### src/rtl/dct2d_pkg.sv
// Shared types, widths and the DCT-II basis generator for the 2-D block transform.
// No dependencies; every other file imports this package.
package dct2d_pkg;

	localparam int DCT2D_BLOCK_SIZE = 8;
	localparam int DCT2D_MAX_BLOCK  = 8;

	localparam int DCT2D_PIXEL_W = 8;
	localparam int DCT2D_COEF_W  = 16;
	localparam int DCT2D_THR_W   = 11;
	localparam int DCT2D_BASIS_W = 16;  // signed Q1.14
	localparam int DCT2D_ROW_W   = 24;  // signed Q11.12
	localparam int DCT2D_PROD_W  = DCT2D_BASIS_W + DCT2D_ROW_W;
	localparam int DCT2D_ACC_W   = DCT2D_PROD_W + $clog2(DCT2D_MAX_BLOCK);
	localparam int DCT2D_TAB_W   = DCT2D_MAX_BLOCK * DCT2D_MAX_BLOCK * DCT2D_BASIS_W;

	localparam longint DCT2D_PI_Q30  = 64'sd3373259426;
	localparam longint DCT2D_ONE_Q30 = 64'sd1073741824;
	localparam longint TaylorDiv [8] = '{2, 12, 30, 56, 90, 132, 182, 240};

	// Control word that travels with each product through the MAC pipeline
	typedef struct packed {
		logic vld;
		logic col;    // column pass (else row pass)
		logic first;  // first term of a dot product
		logic last;   // last term of a dot product
	} mac_ctl_t;

	function automatic longint unsigned dct2d_div_n(input longint unsigned x, input int n);
		longint unsigned q;
		case (n)
			2: q = x / 2;
			3: q = x / 3;
			4: q = x / 4;
			5: q = x / 5;
			6: q = x / 6;
			7: q = x / 7;
			8: q = x / 8;
			default: q = x;
		endcase
		return q;
	endfunction

	function automatic longint unsigned dct2d_isqrt(input longint unsigned v);
		longint unsigned n;
		longint unsigned r;
		longint unsigned b;
		n = v;
		r = 0;
		b = 64'd1 << 62;
		for (int s = 0; s < 32; s++) begin
			if (b > n)
				b = b >> 2;
		end
		for (int s = 0; s < 32; s++) begin
			if (b != 0) begin
				if (n >= r + b) begin
					n = n - (r + b);
					r = (r >> 1) + b;
				end else begin
					r = r >> 1;
				end
				b = b >> 2;
			end
		end
		return r;
	endfunction

	// cos(pi*r/(2n)) in Q30, Taylor series, clamped at zero
	function automatic longint dct2d_cos_q30(input longint r, input int n);
		longint x;
		longint x2;
		longint sum;
		longint term;
		x    = longint'(dct2d_div_n(longint'(DCT2D_PI_Q30 * r), n) >> 1);
		x2   = (x * x) >>> 30;
		sum  = DCT2D_ONE_Q30;
		term = DCT2D_ONE_Q30;
		for (int j = 0; j < 8; j++) begin
			term = ((term * x2) >>> 30) / TaylorDiv[j];
			if (j % 2 == 0)
				sum = sum - term;
			else
				sum = sum + term;
		end
		return (sum < 0) ? 64'sd0 : sum;
	endfunction

	// Packed basis table, entry k*n+i at bits [(k*n+i)*16 +: 16]
	function automatic logic [DCT2D_TAB_W-1:0] dct2d_basis_table(input int n);
		logic [DCT2D_TAB_W-1:0] tab;
		longint unsigned s0;
		longint unsigned sk;
		longint unsigned mag;
		longint m;
		longint r;
		logic neg;
		tab = '0;
		s0 = dct2d_isqrt(dct2d_div_n(64'd1 << 60, n));
		sk = dct2d_isqrt(dct2d_div_n(64'd1 << 61, n));
		for (int k = 0; k < n; k++) begin
			for (int i = 0; i < n; i++) begin
				m = longint'(k * (2 * i + 1));
				for (int s = 0; s < 4; s++) begin
					if (m >= 4 * n)
						m = m - 4 * n;
				end
				if (m <= n) begin
					r = m;
					neg = 1'b0;
				end else if (m <= 2 * n) begin
					r = 2 * n - m;
					neg = 1'b1;
				end else if (m <= 3 * n) begin
					r = m - 2 * n;
					neg = 1'b1;
				end else begin
					r = 4 * n - m;
					neg = 1'b0;
				end
				mag = ((k == 0 ? s0 : sk) * longint'(dct2d_cos_q30(r, n)) + (64'd1 << 45)) >> 46;
				tab[(k * n + i) * DCT2D_BASIS_W +: DCT2D_BASIS_W] =
					neg ? DCT2D_BASIS_W'(-mag) : DCT2D_BASIS_W'(mag);
			end
		end
		return tab;
	endfunction

endpackage

### src/rtl/dct2d_if.sv
// Valid/ready channel interfaces of the 2-D block transform: pixels in,
// coefficients out, threshold register write. Depends on dct2d_pkg.
interface dct2d_pix_if import dct2d_pkg::*; ();
	logic                     valid;
	logic                     ready;
	logic [DCT2D_PIXEL_W-1:0] pixel;

	modport source (output valid, output pixel, input ready);
	modport sink (input valid, input pixel, output ready);
endinterface

interface dct2d_coef_if import dct2d_pkg::*; ();
	logic                           valid;
	logic                           ready;
	logic signed [DCT2D_COEF_W-1:0] coefficient;
	logic                           last_coefficient;

	modport source (output valid, output coefficient, output last_coefficient, input ready);
	modport sink (input valid, input coefficient, input last_coefficient, output ready);
endinterface

interface dct2d_cfg_if import dct2d_pkg::*; ();
	logic                   valid;
	logic                   ready;
	logic [DCT2D_THR_W-1:0] zero_threshold;

	modport source (output valid, output zero_threshold, input ready);
	modport sink (input valid, input zero_threshold, output ready);
endinterface

### src/rtl/dct_2d_block_transform_unit.sv
// Top level of the orthonormal 2-D DCT-II block transform unit.
// Depends on dct2d_pkg, the channel interfaces in dct2d_if and dct2d_seq.
//
// The unit takes the BLOCK_SIZE x BLOCK_SIZE pixels of one block in row-major
// order, one item per cycle, and then computes C = B * X * B^T with a single
// shared 16 x 24 bit multiply-accumulate unit: first the row pass
// T = X * B^T into an internal store (Q11.12, rounded half up), then the column
// pass C = B * T. Coefficients leave in row-major order as signed Q11.4,
// rounded half up, saturated to 16 bits, and forced to zero where their
// magnitude is below zero_threshold * 16; last_coefficient marks the final one.
// The multiplier takes one term per cycle while the output does not stall; each
// block is loaded, then each pass issues its terms and drains the pipeline
// before the next pass or the next block begins.
// The pixel channel is not ready from the last pixel of a block until the
// sequencer returns to its load state after the column pass has drained; a
// consumer that stalls holds the whole multiply pipeline. The threshold register
// may be written at any time the unit is idle and is always ready.
module dct_2d_block_transform_unit import dct2d_pkg::*; #(
	parameter int BLOCK_SIZE = DCT2D_BLOCK_SIZE
) (
	input logic         clk,
	input logic         arst_n,
	dct2d_pix_if.sink   samples,
	dct2d_coef_if.source coefficients,
	dct2d_cfg_if.sink   cfg
);

	localparam int DEPTH = BLOCK_SIZE * BLOCK_SIZE;
	localparam int IDX_W = $clog2(DEPTH);
	localparam int CNT_W = $clog2(BLOCK_SIZE);
	localparam int C_W   = DCT2D_ACC_W - 22;

	localparam logic [DCT2D_TAB_W-1:0] BASIS = dct2d_basis_table(BLOCK_SIZE);

	localparam logic signed [DCT2D_ACC_W-1:0]  ROW_HALF = DCT2D_ACC_W'(2);
	localparam logic signed [DCT2D_ACC_W-1:0]  COL_HALF = DCT2D_ACC_W'(64'd1 << 21);
	localparam logic signed [C_W-1:0]          C_MAX    = C_W'(32767);
	localparam logic signed [C_W-1:0]          C_MIN    = C_W'(-32768);
	localparam logic signed [DCT2D_COEF_W-1:0] COEF_MAX = DCT2D_COEF_W'(32767);
	localparam logic signed [DCT2D_COEF_W-1:0] COEF_MIN = DCT2D_COEF_W'(-32768);

	function automatic logic [IDX_W-1:0] idx_of(input logic [CNT_W-1:0] hi,
		input logic [CNT_W-1:0] lo);
		return IDX_W'(hi) * IDX_W'(BLOCK_SIZE) + IDX_W'(lo);
	endfunction

	// ---------------------------------------------------------------- control
	logic                   adv;        // pipeline moves on
	logic                   pipe_busy;
	logic                   seq_idle;
	logic                   pix_acc;
	logic                   blk_start;
	logic [IDX_W-1:0]       pix_cnt_q;
	logic [DCT2D_THR_W-1:0] thr_q;

	mac_ctl_t         iss_ctl, ctl_s1, ctl_s2, ctl_s3;
	logic [CNT_W-1:0] iss_a, iss_b, iss_i;
	logic [IDX_W-1:0] dest_s1, dest_s2, dest_s3;

	// ---------------------------------------------------------------- datapath
	logic [DCT2D_PIXEL_W-1:0]        pix_mem [DEPTH];
	logic signed [DCT2D_ROW_W-1:0]   row_mem [DEPTH];
	logic [IDX_W-1:0]                paddr, raddr, bidx, dest;
	logic [DCT2D_PIXEL_W-1:0]        pix_rd_s1;
	logic signed [DCT2D_ROW_W-1:0]   row_rd_s1;
	logic signed [DCT2D_BASIS_W-1:0] basis_s1;
	logic signed [DCT2D_ROW_W-1:0]   opnd;
	logic signed [DCT2D_PROD_W-1:0]  prod_s2;
	logic signed [DCT2D_ACC_W-1:0]   acc_q;
	logic signed [DCT2D_ACC_W-1:0]   row_sum, col_sum;
	logic signed [DCT2D_ROW_W-1:0]   row_val;
	logic signed [C_W-1:0]           c_w;
	logic signed [DCT2D_COEF_W-1:0]  coef_sat, coef_thr;
	logic [DCT2D_COEF_W:0]           coef_ext, coef_mag, thr_cmp;
	logic                            row_wr, col_done;

	logic                           out_vld_q;
	logic signed [DCT2D_COEF_W-1:0] out_coef_q;
	logic                           out_last_q;

	// Hold every stage while a finished coefficient waits and the sink stalls
	assign adv       = !(out_vld_q && !coefficients.ready);
	assign pipe_busy = ctl_s1.vld || ctl_s2.vld || ctl_s3.vld;

	assign samples.ready = seq_idle;
	assign pix_acc       = samples.valid && seq_idle;
	assign blk_start     = pix_acc && (pix_cnt_q == IDX_W'(DEPTH - 1));

	assign cfg.ready = 1'b1;

	always_ff @(posedge clk or negedge arst_n) begin
		if (!arst_n) begin
			pix_cnt_q <= '0;
			thr_q     <= '0;
		end else begin
			if (pix_acc)
				pix_cnt_q <= blk_start ? '0 : pix_cnt_q + 1'b1;
			if (cfg.valid)
				thr_q <= cfg.zero_threshold;
		end
	end

	dct2d_seq #(
		.BLOCK_SIZE(BLOCK_SIZE)
	) u_seq (
		.clk      (clk),
		.arst_n   (arst_n),
		.start    (blk_start),
		.adv      (adv),
		.pipe_busy(pipe_busy),
		.idle     (seq_idle),
		.iss_ctl  (iss_ctl),
		.iss_a    (iss_a),
		.iss_b    (iss_b),
		.iss_i    (iss_i)
	);

	// Row pass: T[a][b] = sum_i X[a][i] * B[b][i]
	// Column pass: C[a][b] = sum_i B[a][i] * T[i][b]
	assign paddr = idx_of(iss_a, iss_i);
	assign raddr = idx_of(iss_i, iss_b);
	assign bidx  = idx_of(iss_ctl.col ? iss_a : iss_b, iss_i);
	assign dest  = idx_of(iss_a, iss_b);

	always_ff @(posedge clk) begin
		if (pix_acc)
			pix_mem[pix_cnt_q] <= samples.pixel;
		if (adv)
			pix_rd_s1 <= pix_mem[paddr];
	end

	always_ff @(posedge clk) begin
		if (adv && row_wr)
			row_mem[dest_s3] <= row_val;
		if (adv)
			row_rd_s1 <= row_mem[raddr];
	end

	// Pipeline control: reset clears the valid flags
	always_ff @(posedge clk or negedge arst_n) begin
		if (!arst_n) begin
			ctl_s1 <= '0;
			ctl_s2 <= '0;
			ctl_s3 <= '0;
		end else if (adv) begin
			ctl_s1 <= iss_ctl;
			ctl_s2 <= ctl_s1;
			ctl_s3 <= ctl_s2;
		end
	end

	// Zero-extend pixels onto the shared multiplier's wide port
	assign opnd = ctl_s1.col ? row_rd_s1
		: $signed({{(DCT2D_ROW_W - DCT2D_PIXEL_W){1'b0}}, pix_rd_s1});

	always_ff @(posedge clk) begin
		if (adv) begin
			basis_s1 <= $signed(BASIS[int'(bidx) * DCT2D_BASIS_W +: DCT2D_BASIS_W]);
			dest_s1  <= dest;
			prod_s2  <= basis_s1 * opnd;
			dest_s2  <= dest_s1;
			dest_s3  <= dest_s2;
			if (ctl_s2.vld)
				acc_q <= (ctl_s2.first ? '0 : acc_q) + DCT2D_ACC_W'(prod_s2);
		end
	end

	// Rounding, saturation and threshold behind the accumulator
	assign row_wr   = ctl_s3.vld && !ctl_s3.col && ctl_s3.last;
	assign col_done = ctl_s3.vld && ctl_s3.col && ctl_s3.last;

	assign row_sum = acc_q + ROW_HALF;
	assign row_val = row_sum[DCT2D_ROW_W+1:2];

	assign col_sum = acc_q + COL_HALF;
	assign c_w     = col_sum[DCT2D_ACC_W-1:22];

	always_comb begin
		if (c_w > C_MAX)
			coef_sat = COEF_MAX;
		else if (c_w < C_MIN)
			coef_sat = COEF_MIN;
		else
			coef_sat = c_w[DCT2D_COEF_W-1:0];
	end

	assign coef_ext = {coef_sat[DCT2D_COEF_W-1], coef_sat};
	assign coef_mag = coef_sat[DCT2D_COEF_W-1] ? ((DCT2D_COEF_W + 1)'(0) - coef_ext) : coef_ext;
	assign thr_cmp  = {2'b00, thr_q, 4'b0000};
	assign coef_thr = (coef_mag < thr_cmp) ? '0 : coef_sat;

	// Output register: load only when the slot is free or being emptied
	always_ff @(posedge clk or negedge arst_n) begin
		if (!arst_n) begin
			out_vld_q <= 1'b0;
		end else begin
			if (adv && col_done)
				out_vld_q <= 1'b1;
			else if (coefficients.ready)
				out_vld_q <= 1'b0;
		end
	end

	always_ff @(posedge clk) begin
		if (adv && col_done) begin
			out_coef_q <= coef_thr;
			out_last_q <= (dest_s3 == IDX_W'(DEPTH - 1));
		end
	end

	assign coefficients.valid            = out_vld_q;
	assign coefficients.coefficient      = out_coef_q;
	assign coefficients.last_coefficient = out_last_q;

	// ---------------------------------------------------------------- checks
	// Drain keeps the row and column passes apart in the pipeline
	a_pass_apart: assert property (@(posedge clk) disable iff (!arst_n)
		ctl_s1.vld && ctl_s3.vld |-> ctl_s1.col == ctl_s3.col)
		else $error("row and column pass terms mixed in the MAC pipeline");

	// A finished column product always reaches the output register
	a_coef_loaded: assert property (@(posedge clk) disable iff (!arst_n)
		adv && col_done |=> coefficients.valid)
		else $error("finished coefficient not presented");

	// Nothing follows the final coefficient of a block straight away
	a_last_gap: assert property (@(posedge clk) disable iff (!arst_n)
		coefficients.valid && coefficients.ready && coefficients.last_coefficient
		|=> !coefficients.valid)
		else $error("coefficient emitted right after the last of a block");

	// Pixels are taken only with the MAC pipeline empty
	a_load_idle: assert property (@(posedge clk) disable iff (!arst_n)
		samples.ready |-> !pipe_busy)
		else $error("pixel channel ready while the transform is running");

endmodule

### src/rtl/dct2d_seq.sv
// Sequencer of the shared multiply-accumulate unit: walks the row pass,
// then the column pass, issuing one term per cycle while adv is high. Depends on dct2d_pkg.
module dct2d_seq import dct2d_pkg::*; #(
	parameter int BLOCK_SIZE = DCT2D_BLOCK_SIZE,
	localparam int CNT_W     = $clog2(BLOCK_SIZE)
) (
	input  logic             clk,
	input  logic             arst_n,
	input  logic             start,
	input  logic             adv,
	input  logic             pipe_busy,
	output logic             idle,
	output mac_ctl_t         iss_ctl,
	output logic [CNT_W-1:0] iss_a,
	output logic [CNT_W-1:0] iss_b,
	output logic [CNT_W-1:0] iss_i
);

	typedef enum logic [2:0] {
		S_LOAD,
		S_ROW,
		S_ROW_DRAIN,
		S_COL,
		S_COL_DRAIN
	} state_t;

	localparam logic [CNT_W-1:0] CNT_MAX = CNT_W'(BLOCK_SIZE - 1);

	state_t           state_q;
	logic [CNT_W-1:0] a_q, b_q, i_q;
	mac_ctl_t         ctl_q;
	logic [CNT_W-1:0] iss_a_q, iss_b_q, iss_i_q;

	assign idle    = (state_q == S_LOAD);
	assign iss_ctl = ctl_q;
	assign iss_a   = iss_a_q;
	assign iss_b   = iss_b_q;
	assign iss_i   = iss_i_q;

	always_ff @(posedge clk or negedge arst_n) begin
		if (!arst_n) begin
			state_q <= S_LOAD;
			a_q     <= '0;
			b_q     <= '0;
			i_q     <= '0;
			ctl_q   <= '0;
			iss_a_q <= '0;
			iss_b_q <= '0;
			iss_i_q <= '0;
		end else begin
			case (state_q)
				S_LOAD: begin
					if (start) begin
						state_q <= S_ROW;
						a_q     <= '0;
						b_q     <= '0;
						i_q     <= '0;
					end
				end
				S_ROW, S_COL: begin
					if (adv) begin
						ctl_q   <= '{vld: 1'b1, col: (state_q == S_COL),
							first: (i_q == '0), last: (i_q == CNT_MAX)};
						iss_a_q <= a_q;
						iss_b_q <= b_q;
						iss_i_q <= i_q;
						// advance term, then output column, then output row
						if (i_q == CNT_MAX) begin
							i_q <= '0;
							if (b_q == CNT_MAX) begin
								b_q <= '0;
								if (a_q == CNT_MAX) begin
									a_q     <= '0;
									state_q <= (state_q == S_ROW) ? S_ROW_DRAIN : S_COL_DRAIN;
								end else begin
									a_q <= a_q + 1'b1;
								end
							end else begin
								b_q <= b_q + 1'b1;
							end
						end else begin
							i_q <= i_q + 1'b1;
						end
					end
				end
				S_ROW_DRAIN, S_COL_DRAIN: begin
					if (adv)
						ctl_q <= '0;
					if (!ctl_q.vld && !pipe_busy)
						state_q <= (state_q == S_ROW_DRAIN) ? S_COL : S_LOAD;
				end
				default: state_q <= S_LOAD;
			endcase
		end
	end

endmodule
### src/flat_wrapper.sv
// flat-port wrapper written by rule: the top's interface ports become plain ports
module dct_2d_block_transform_unit_flat import dct2d_pkg::*;
#(
	parameter int BLOCK_SIZE = DCT2D_BLOCK_SIZE
)
  (clk, arst_n, samples_valid, samples_pixel, samples_ready, coefficients_valid, coefficients_coefficient, coefficients_last_coefficient, coefficients_ready, cfg_valid, cfg_zero_threshold, cfg_ready);
  dct2d_pix_if samples_i ();
  dct2d_coef_if coefficients_i ();
  dct2d_cfg_if cfg_i ();
  input logic clk;
  input logic arst_n;
  input wire logic [$bits(samples_i.valid)-1:0] samples_valid;
  input wire logic [$bits(samples_i.pixel)-1:0] samples_pixel;
  output wire logic [$bits(samples_i.ready)-1:0] samples_ready;
  output wire logic [$bits(coefficients_i.valid)-1:0] coefficients_valid;
  output wire logic [$bits(coefficients_i.coefficient)-1:0] coefficients_coefficient;
  output wire logic [$bits(coefficients_i.last_coefficient)-1:0] coefficients_last_coefficient;
  input wire logic [$bits(coefficients_i.ready)-1:0] coefficients_ready;
  input wire logic [$bits(cfg_i.valid)-1:0] cfg_valid;
  input wire logic [$bits(cfg_i.zero_threshold)-1:0] cfg_zero_threshold;
  output wire logic [$bits(cfg_i.ready)-1:0] cfg_ready;
  assign samples_i.valid = samples_valid;
  assign samples_i.pixel = samples_pixel;
  assign samples_ready = samples_i.ready;
  assign coefficients_valid = coefficients_i.valid;
  assign coefficients_coefficient = coefficients_i.coefficient;
  assign coefficients_last_coefficient = coefficients_i.last_coefficient;
  assign coefficients_i.ready = coefficients_ready;
  assign cfg_i.valid = cfg_valid;
  assign cfg_i.zero_threshold = cfg_zero_threshold;
  assign cfg_ready = cfg_i.ready;
  dct_2d_block_transform_unit #(.BLOCK_SIZE(BLOCK_SIZE)) u_core (.clk(clk), .arst_n(arst_n), .samples(samples_i), .coefficients(coefficients_i), .cfg(cfg_i));
endmodule
### config.mk
export PLATFORM = sky130hd
export DESIGN_NAME = dct_2d_block_transform_unit_flat
export DESIGN_NICKNAME = d
export VERILOG_FILES = /design/src/rtl/dct2d_pkg.sv /design/src/rtl/dct2d_if.sv /design/src/rtl/dct_2d_block_transform_unit.sv /design/src/rtl/dct2d_seq.sv /design/src/flat_wrapper.sv
export SDC_FILE = /design/constraint.sdc
export NUM_CORES = 2
export LEC_CHECK = 0
export BUFFER_PORTS_ARGS = -buffer_cell sky130_fd_sc_hd__buf_2
export CAP_MARGIN = 5
export CORE_UTILIZATION = 40
export DETAILED_ROUTE_END_ITERATION = 10
export PLACE_DENSITY_LB_ADDON = 0.15
export SLEW_MARGIN = 10
export SYNTH_ARGS = -nofsm -noshare
export SYNTH_HDL_FRONTEND = slang
export SYNTH_SLANG_ARGS = --single-unit
### constraint.sdc
create_clock -name clk -period 14.1 [get_ports clk]
set_input_delay 1.41 -clock clk [delete_from_list [all_inputs] [get_ports clk]]
set_output_delay 1.41 -clock clk [all_outputs]
set_load 0.1 [all_outputs]
Word-level counts from Yosys, hierarchy flattened
Memories as Yosys holds them, arrays and structs flattened. A register that Yosys moved wholly into a read port is not among the register bits. Cells that the tools add are included.

Logic and storage cells: 140. Memories kept: 2. Register bits after elaboration: 188. Output and inout port bits: 20. Memory bits (writable): 2048.

Shift operators: 1. Reduce and logical (&&, ||, !) cells: 33. Order comparisons: 3. Multiplexer cells: 38. $add $sub $neg: 12. Multipliers: 1. Bitwise logic cells: 1. Equality and inequality tests: 16.

Memories: u_core.row_mem (words 64, width 24, read ports 1, clocked after memory_dff 1, write ports 1, line dct_2d_block_transform_unit.sv:62) `logic signed [DCT2D_ROW_W-1:0] row_mem [DEPTH];`; u_core.pix_mem (words 64, width 8, read ports 1, clocked after memory_dff 1, write ports 1, line dct_2d_block_transform_unit.sv:61) `logic [DCT2D_PIXEL_W-1:0] pix_mem [DEPTH];`.

Operator list (count): $shiftx A1024 B11 Y16 const A (1); $mux W3 (18); $add A43 B23 Y43 const B (1); $add A43 B43 Y43 (1); $mux W43 (1); $mul A16 B24 Y40 (1); $mux W16 (2); $add A26 B3 Y26 const B (1); $add A6 B3 Y6 (4); $mux W24 (1); $gt A21 B16 Y1 const B (1); $lt A21 B16 Y1 const B (1); $pmux W3 S2 (3); $lt A17 B15 Y1 (1); $mux W17 (1); $sub A1 B16 Y17 const A (1); $ne A2 B2 Y1 const B (7); $eq A3 B3 Y1 const B (4); $eq A6 B6 Y1 const B (2); $logic_and A1 B1 Y1 (10); $add A3 B1 Y3 const B (3); $pmux W3 S3 (1); $mux W4 (2); $pmux W4 S2 (1); other kinds (17) (36).

Longest topological paths before layout
Word-level depth: 7. Depth in mapped cells: 28. Gate-level depth less buffers: 25.

Modules after synthesis
From an unflattened synthesis, not the netlist that was laid out.

Cells, all modules: 6158. Area total of the unflattened synthesis: 104764.2 µm².

By module, submodules not included: dct_2d_block_transform_unit (cells an instance 6042, area each 103533.0 µm², sequential area each 67149.4 µm², instances 1); dct2d_seq (cells an instance 116, area each 1231.2 µm², sequential area each 625.6 µm², instances 1).

Worst setup path after synthesis
Ideal clock, no wire load.

Kind: register to register. Start: reg u_core.ctl_s1[2] in the netlist's numbering. End: reg u_core.prod_s2[39] (data pin). Slack: 6.931 ns. Setup time: 0.261 ns. Cell stages (with the launch flop): 29. Required time: 13.839 ns. Arrival: 6.907 ns. Cell sequence: dfrtp_1 -> clkbuf_1 -> buf_1 -> clkbuf_1 -> and2_1 -> clkbuf_1 -> nand2_1 -> fa_1 -> inv_1 -> fa_1 -> inv_1 -> fa_1 -> inv_1 -> fa_1 -> fa_1 -> inv_1 -> fa_1 -> inv_1 -> ha_1 -> and3_1 -> nand4_1 -> o21ai_0 -> a41oi_1 -> nand2b_1 -> o311ai_0 -> o41ai_1 -> o21a_1 -> o21ai_0 -> xnor2_1.

Cells in the longest elaborated chain, start to end: 2.

RTL lines: from (decl) (line dct_2d_block_transform_unit.sv:56) `mac_ctl_t iss_ctl, ctl_s1, ctl_s2, ctl_s3;`; from (signal assigned) (line dct_2d_block_transform_unit.sv:146) `ctl_s1 <= iss_ctl;`; $mux W24 (line dct_2d_block_transform_unit.sv:153) `assign opnd = ctl_s1.col ? row_rd_s1`; $mul A16 B24 Y40 (line dct_2d_block_transform_unit.sv:160) `prod_s2 <= basis_s1 * opnd;`; to (signal assigned) (line dct_2d_block_transform_unit.sv:160); to (decl) (line dct_2d_block_transform_unit.sv:68) `logic signed [DCT2D_PROD_W-1:0] prod_s2;`.

Every way passes these cells. A chain may end at the register's enable or synchronous reset.

Worst setup path after layout
Same ends and word-level chain as after synthesis.

==> flow_summary.json <==
{
  "path_cells": "buf_4 > and2_1 > nand2_1 > fa_1 > inv_1 > fa_1 > fa_1 > fa_1 > fa_1 > inv_1 > fa_1 > inv_1 > ha_1 > and3_1 > nand4_1 > o21ai_0 > a41oi_1 > nand2b_1 > o311ai_0 > o41ai_1 > o21a_1 > o21ai_0 > xnor2_1",
  "power_mw": 19.0,
  "tightest_slew_ns": 1.29,
  "setup_tns_ns": 0,
  "final_cell_area_um2": 117000,
  "setup_violations": 0,
  "drc_errors": 0,
  "via_per_inst": 5.53,
  "clk_path_buf_depth": 3,
  "htree_num_levels": 4,
  "cp_slowest_cell": "dfrtp_2",
  "gp_congestion": 0.831,
  "seqPwrFrac_pct": 44.0,
  "first_global_vias": 55343,
  "utilization_pct": 45.2,
  "slew_viol_final": 0,
  "fin_crit_ns": 8.15,
  "clk_pin_slew_ns": 0.06,
  "track_usage_pct": 20.3,
  "p_switching_mw": 5.63,
  "ys_types": 87,
  "critical_path.startpoint": "u_core.ctl_s1[2]$_DFFE_PN0N_",
  "syn_area_per_cell_um2": 17.9,
  "arrival_ns": 8.72,
  "start_util_pct": 40.2,
  "cts_buffers": 237,
  "cts.sinks": 2266,
  "drive_gt1_share_pct": 21.7,
  "placed_area_um2": 109000,
  "cp_slowest_stage_delay_ns": 0.61,
  "reg2regPathDepth": 23,
  "hold_violations": 0,
  "area_growth_pct": 12.5,
  "dp_hpwl_mm": 157,
  "grt_max_degree": 137,
  "status": "finished, final reports clean",
  "synthCells": 5820,
  "clkLatencyLatePin_ns": 0.93,
  "coreArea_um2": 259000,
  "final_cell_mix": "2,212 x edfxtp_1, 674 x mux4_2, 468 x inv_1",
  "rrSetupSlack_ns": 5.95,
  "wire_per_inst_um": 27.6,
  "worst_slew_margin_rel_pct": 14.0,
  "r2r-start": "u_core.ctl_s1[2]$_DFFE_PN0N_",
  "finalCritPeriodShare_pct": 57.8,
  "ctsRootBufferMaster": "clkbuf_16",
  "sw_frac_of_total_pct": 29.6,
  "start_kind": "flip-flop",
  "cts_resized": 0,
  "drt_pass1_iterations": 6,
  "finalClockSkew_ns": 0.108,
  "final_common_cell": "edfxtp_1",
  "synth_seq_cells": 2266,
  "critPathKind": "reg2reg",
  "vias": 52785,
  "hold_class": "reg2reg",
  "p_comb_share_pct": 22.7,
  "synth-edff-count": 2212,
  "synth_area_um2": 104000,
  "cp-end-kind": "flip-flop",
  "die_w_um": 512,
  "crit_path_frequent_cell": "fa_1",
  "cts_tree": "built",
  "p_clk_share_pct": 33.3,
  "grt_first_pass_wirelength_mm": 388,
  "boundaryPins": 44,
  "postRouteAntennaNets": 0,
  "grt.overflow.total": 0,
  "timing.rr.end": "u_core.prod_s2[39]$_DFFE_PN_",
  "syn_nets": 6386,
  "antenna_found_initial": 10,
  "ys_seq_area_share_pct": 65.0,
  "timing.fmax_mhz": 123,
  "postCtsSetupRepairBufs": 0,
  "p_leak_nw": 39.4,
  "io_buffers": 42,
  "irDropWorstVdd_uv": 178,
  "wl_mm": 264,
  "rsz0062_at_grt": "false",
  "die_h_um": 512,
  "die_area_um2": 263000,
  "synth-main-ff-cell": "edfxtp_1",
  "powerDensity_nw_per_um2": 162,
  "hold_buffers": 0,
  "critical_path.endpoint": "u_core.prod_s2[39]$_DFFE_PN_",
  "required_ns": 14.67,
  "power.internal_mw": 13.4,
  "synth_warnings": 0,
  "fp-row-count": 187,
  "maxCapViolCount": 0,
  "critPathMaxFanout": 78,
  "nNetsFinal": 6495,
  "asyncSetResetFlopFracSynth_pct": 2.38,
  "drt_iter0_drc": 4869
}
==> power groups by stage <==
stage | registers, mW | logic, mW | clock network (mW)
floorplan | 8.37 | 3.05 | 0
global placement | 8.49 | 4.29 | 0
detailed placement | 8.50 | 4.36 | 0
CTS | 8.36 | 4.38 | 6.46
global route | 8.38 | 4.87 | 6.70
finish | 8.36 | 4.32 | 6.32
==> how the worst min path moves through the flow <==
| stage | endpoint | depth (start not counted) | startpoint |
|---|---|---|---|
| 2_1_floorplan | u_core.dest_s2[0]$_DFFE_PN_ | 0 | u_core.dest_s1[0]$_DFFE_PN_ |
| 3_3_place_gp | u_core.dest_s3[2]$_DFFE_PN_ | 0 | u_core.dest_s2[2]$_DFFE_PN_ |
| 3_5_place_dp | u_core.dest_s2[1]$_DFFE_PN_ | 0 | u_core.dest_s1[1]$_DFFE_PN_ |
| 4_1_cts | u_core.dest_s3[0]$_DFFE_PN_ | 0 | u_core.dest_s2[0]$_DFFE_PN_ |
| 5_1_grt | u_core.dest_s3[1]$_DFFE_PN_ | 0 | u_core.dest_s2[1]$_DFFE_PN_ |
| 6_report | u_core.dest_s3[0]$_DFFE_PN_ | 0 | u_core.dest_s2[0]$_DFFE_PN_ |
==> critical path, delay by kind of cell, from the launching register on <==
| kind | cells | cell delay, ns |
|---|---|---|
| adders and majority gates | 7 | 3.42 |
| AOI/OAI and AO/OA | 6 | 1.70 |
| and+or+nand+nor | 5 | 1.20 |
| buffers and inverters | 4 | 0.74 |
| DFF | 1 | 0.61 |
| xor gates and xnor gates | 1 | 0.15 |
==> final cells by class <==
| cell class | instances | area (µm²) |
|---|---|---|
| diodes | 6 | 15.0 |
| flip-flops and latches | 2266 | 67800 |
| clock buffers | 289 | 6220 |
| fillers | 22171 | 142000 |
| clock inverters | 155 | 1760 |
| multi-input cells | 2800 | 34400 |
| inverters | 470 | 1770 |
| repair buffers | 154 | 1110 |
| well taps | 3402 | 4260 |
==> layer usage <==
metal / vias to the layer above / routed length [µm] / global-route usage [%]
li1: 22545 / - / -
met1: 28486 / 117000 / 29.2
met2: 1449 / 127000 / 32.8
met3: 305 / 14000 / 2.82
met4: 0 / 5690 / 4.76
met5: - / 0 / 0
==> synthesized netlist by cell type (all sizes together), types with 9 or more instances <==
library cell  number  share of area [%]
nand3             48               0.24
mux2              20               0.22
and3              80               0.48
xnor2             89               0.75
o21a              14               0.10
and2              64               0.38
mux2i              9              0.086
nand2b            25               0.15
o31ai             12              0.086
xor2              42               0.35
o21bai            16               0.12
a21o              48               0.35
or3                9              0.054
a31oi             11              0.066
o21ai             83               0.40
dfrtp             54                1.3
buf               80               0.32
inv              470                1.7
o211ai            16               0.12
a21oi            123               0.62
nand4             18               0.12
clkbuf           204               0.74
nor3              25               0.12
nor2b             58               0.35
a211oi            21               0.16
ha               171                2.1
mux4             674                 15
edfxtp          2212                 64
nand2            381                1.4
nor2             274                1.0
fa               371                7.1
==> stage by stage <==
stage	std cells	hold slack, ns	setup slack, ns
floorplan	5820	0.400	6.93
CTS	9536	0.419	5.90
finish	9542	0.420	5.95
detailed placement	9092	0.405	5.95
global placement	9092	0.404	6.15
global route	9537	0.423	5.40
==> cell families after synthesis <==
family,count (synthesis),synth area share (%)
xor gates and xnor gates,131,1.10
and+or+nand+nor,1018,4.54
buffers and inverters,754,2.75
AOI/OAI and AO/OA,404,2.51
adders and majority gates,543,9.19
other,1,0.00360
DFF,2266,65.0
muxes,703,14.9
==> flip-flops by register name, summed over array words and instances (netlist names), 4 cells and up <==
name,cells
u_core.row_rd_s1,24
u_core.dest_s2,6
u_core.acc_q,43
u_core.coefficients.coefficient,16
u_core.basis_s1,14
u_core.row_mem,1536
u_core.pix_mem,512
u_core.dest_s1,6
u_core.pix_cnt_q,6
u_core.ctl_s2,4
u_core.ctl_s1,4
u_core.u_seq.iss_ctl,4
u_core.thr_q,11
u_core.prod_s2,40
u_core.dest_s3,6
u_core.pix_rd_s1,8
Note: power is estimated with default switching activity, not from simulation.
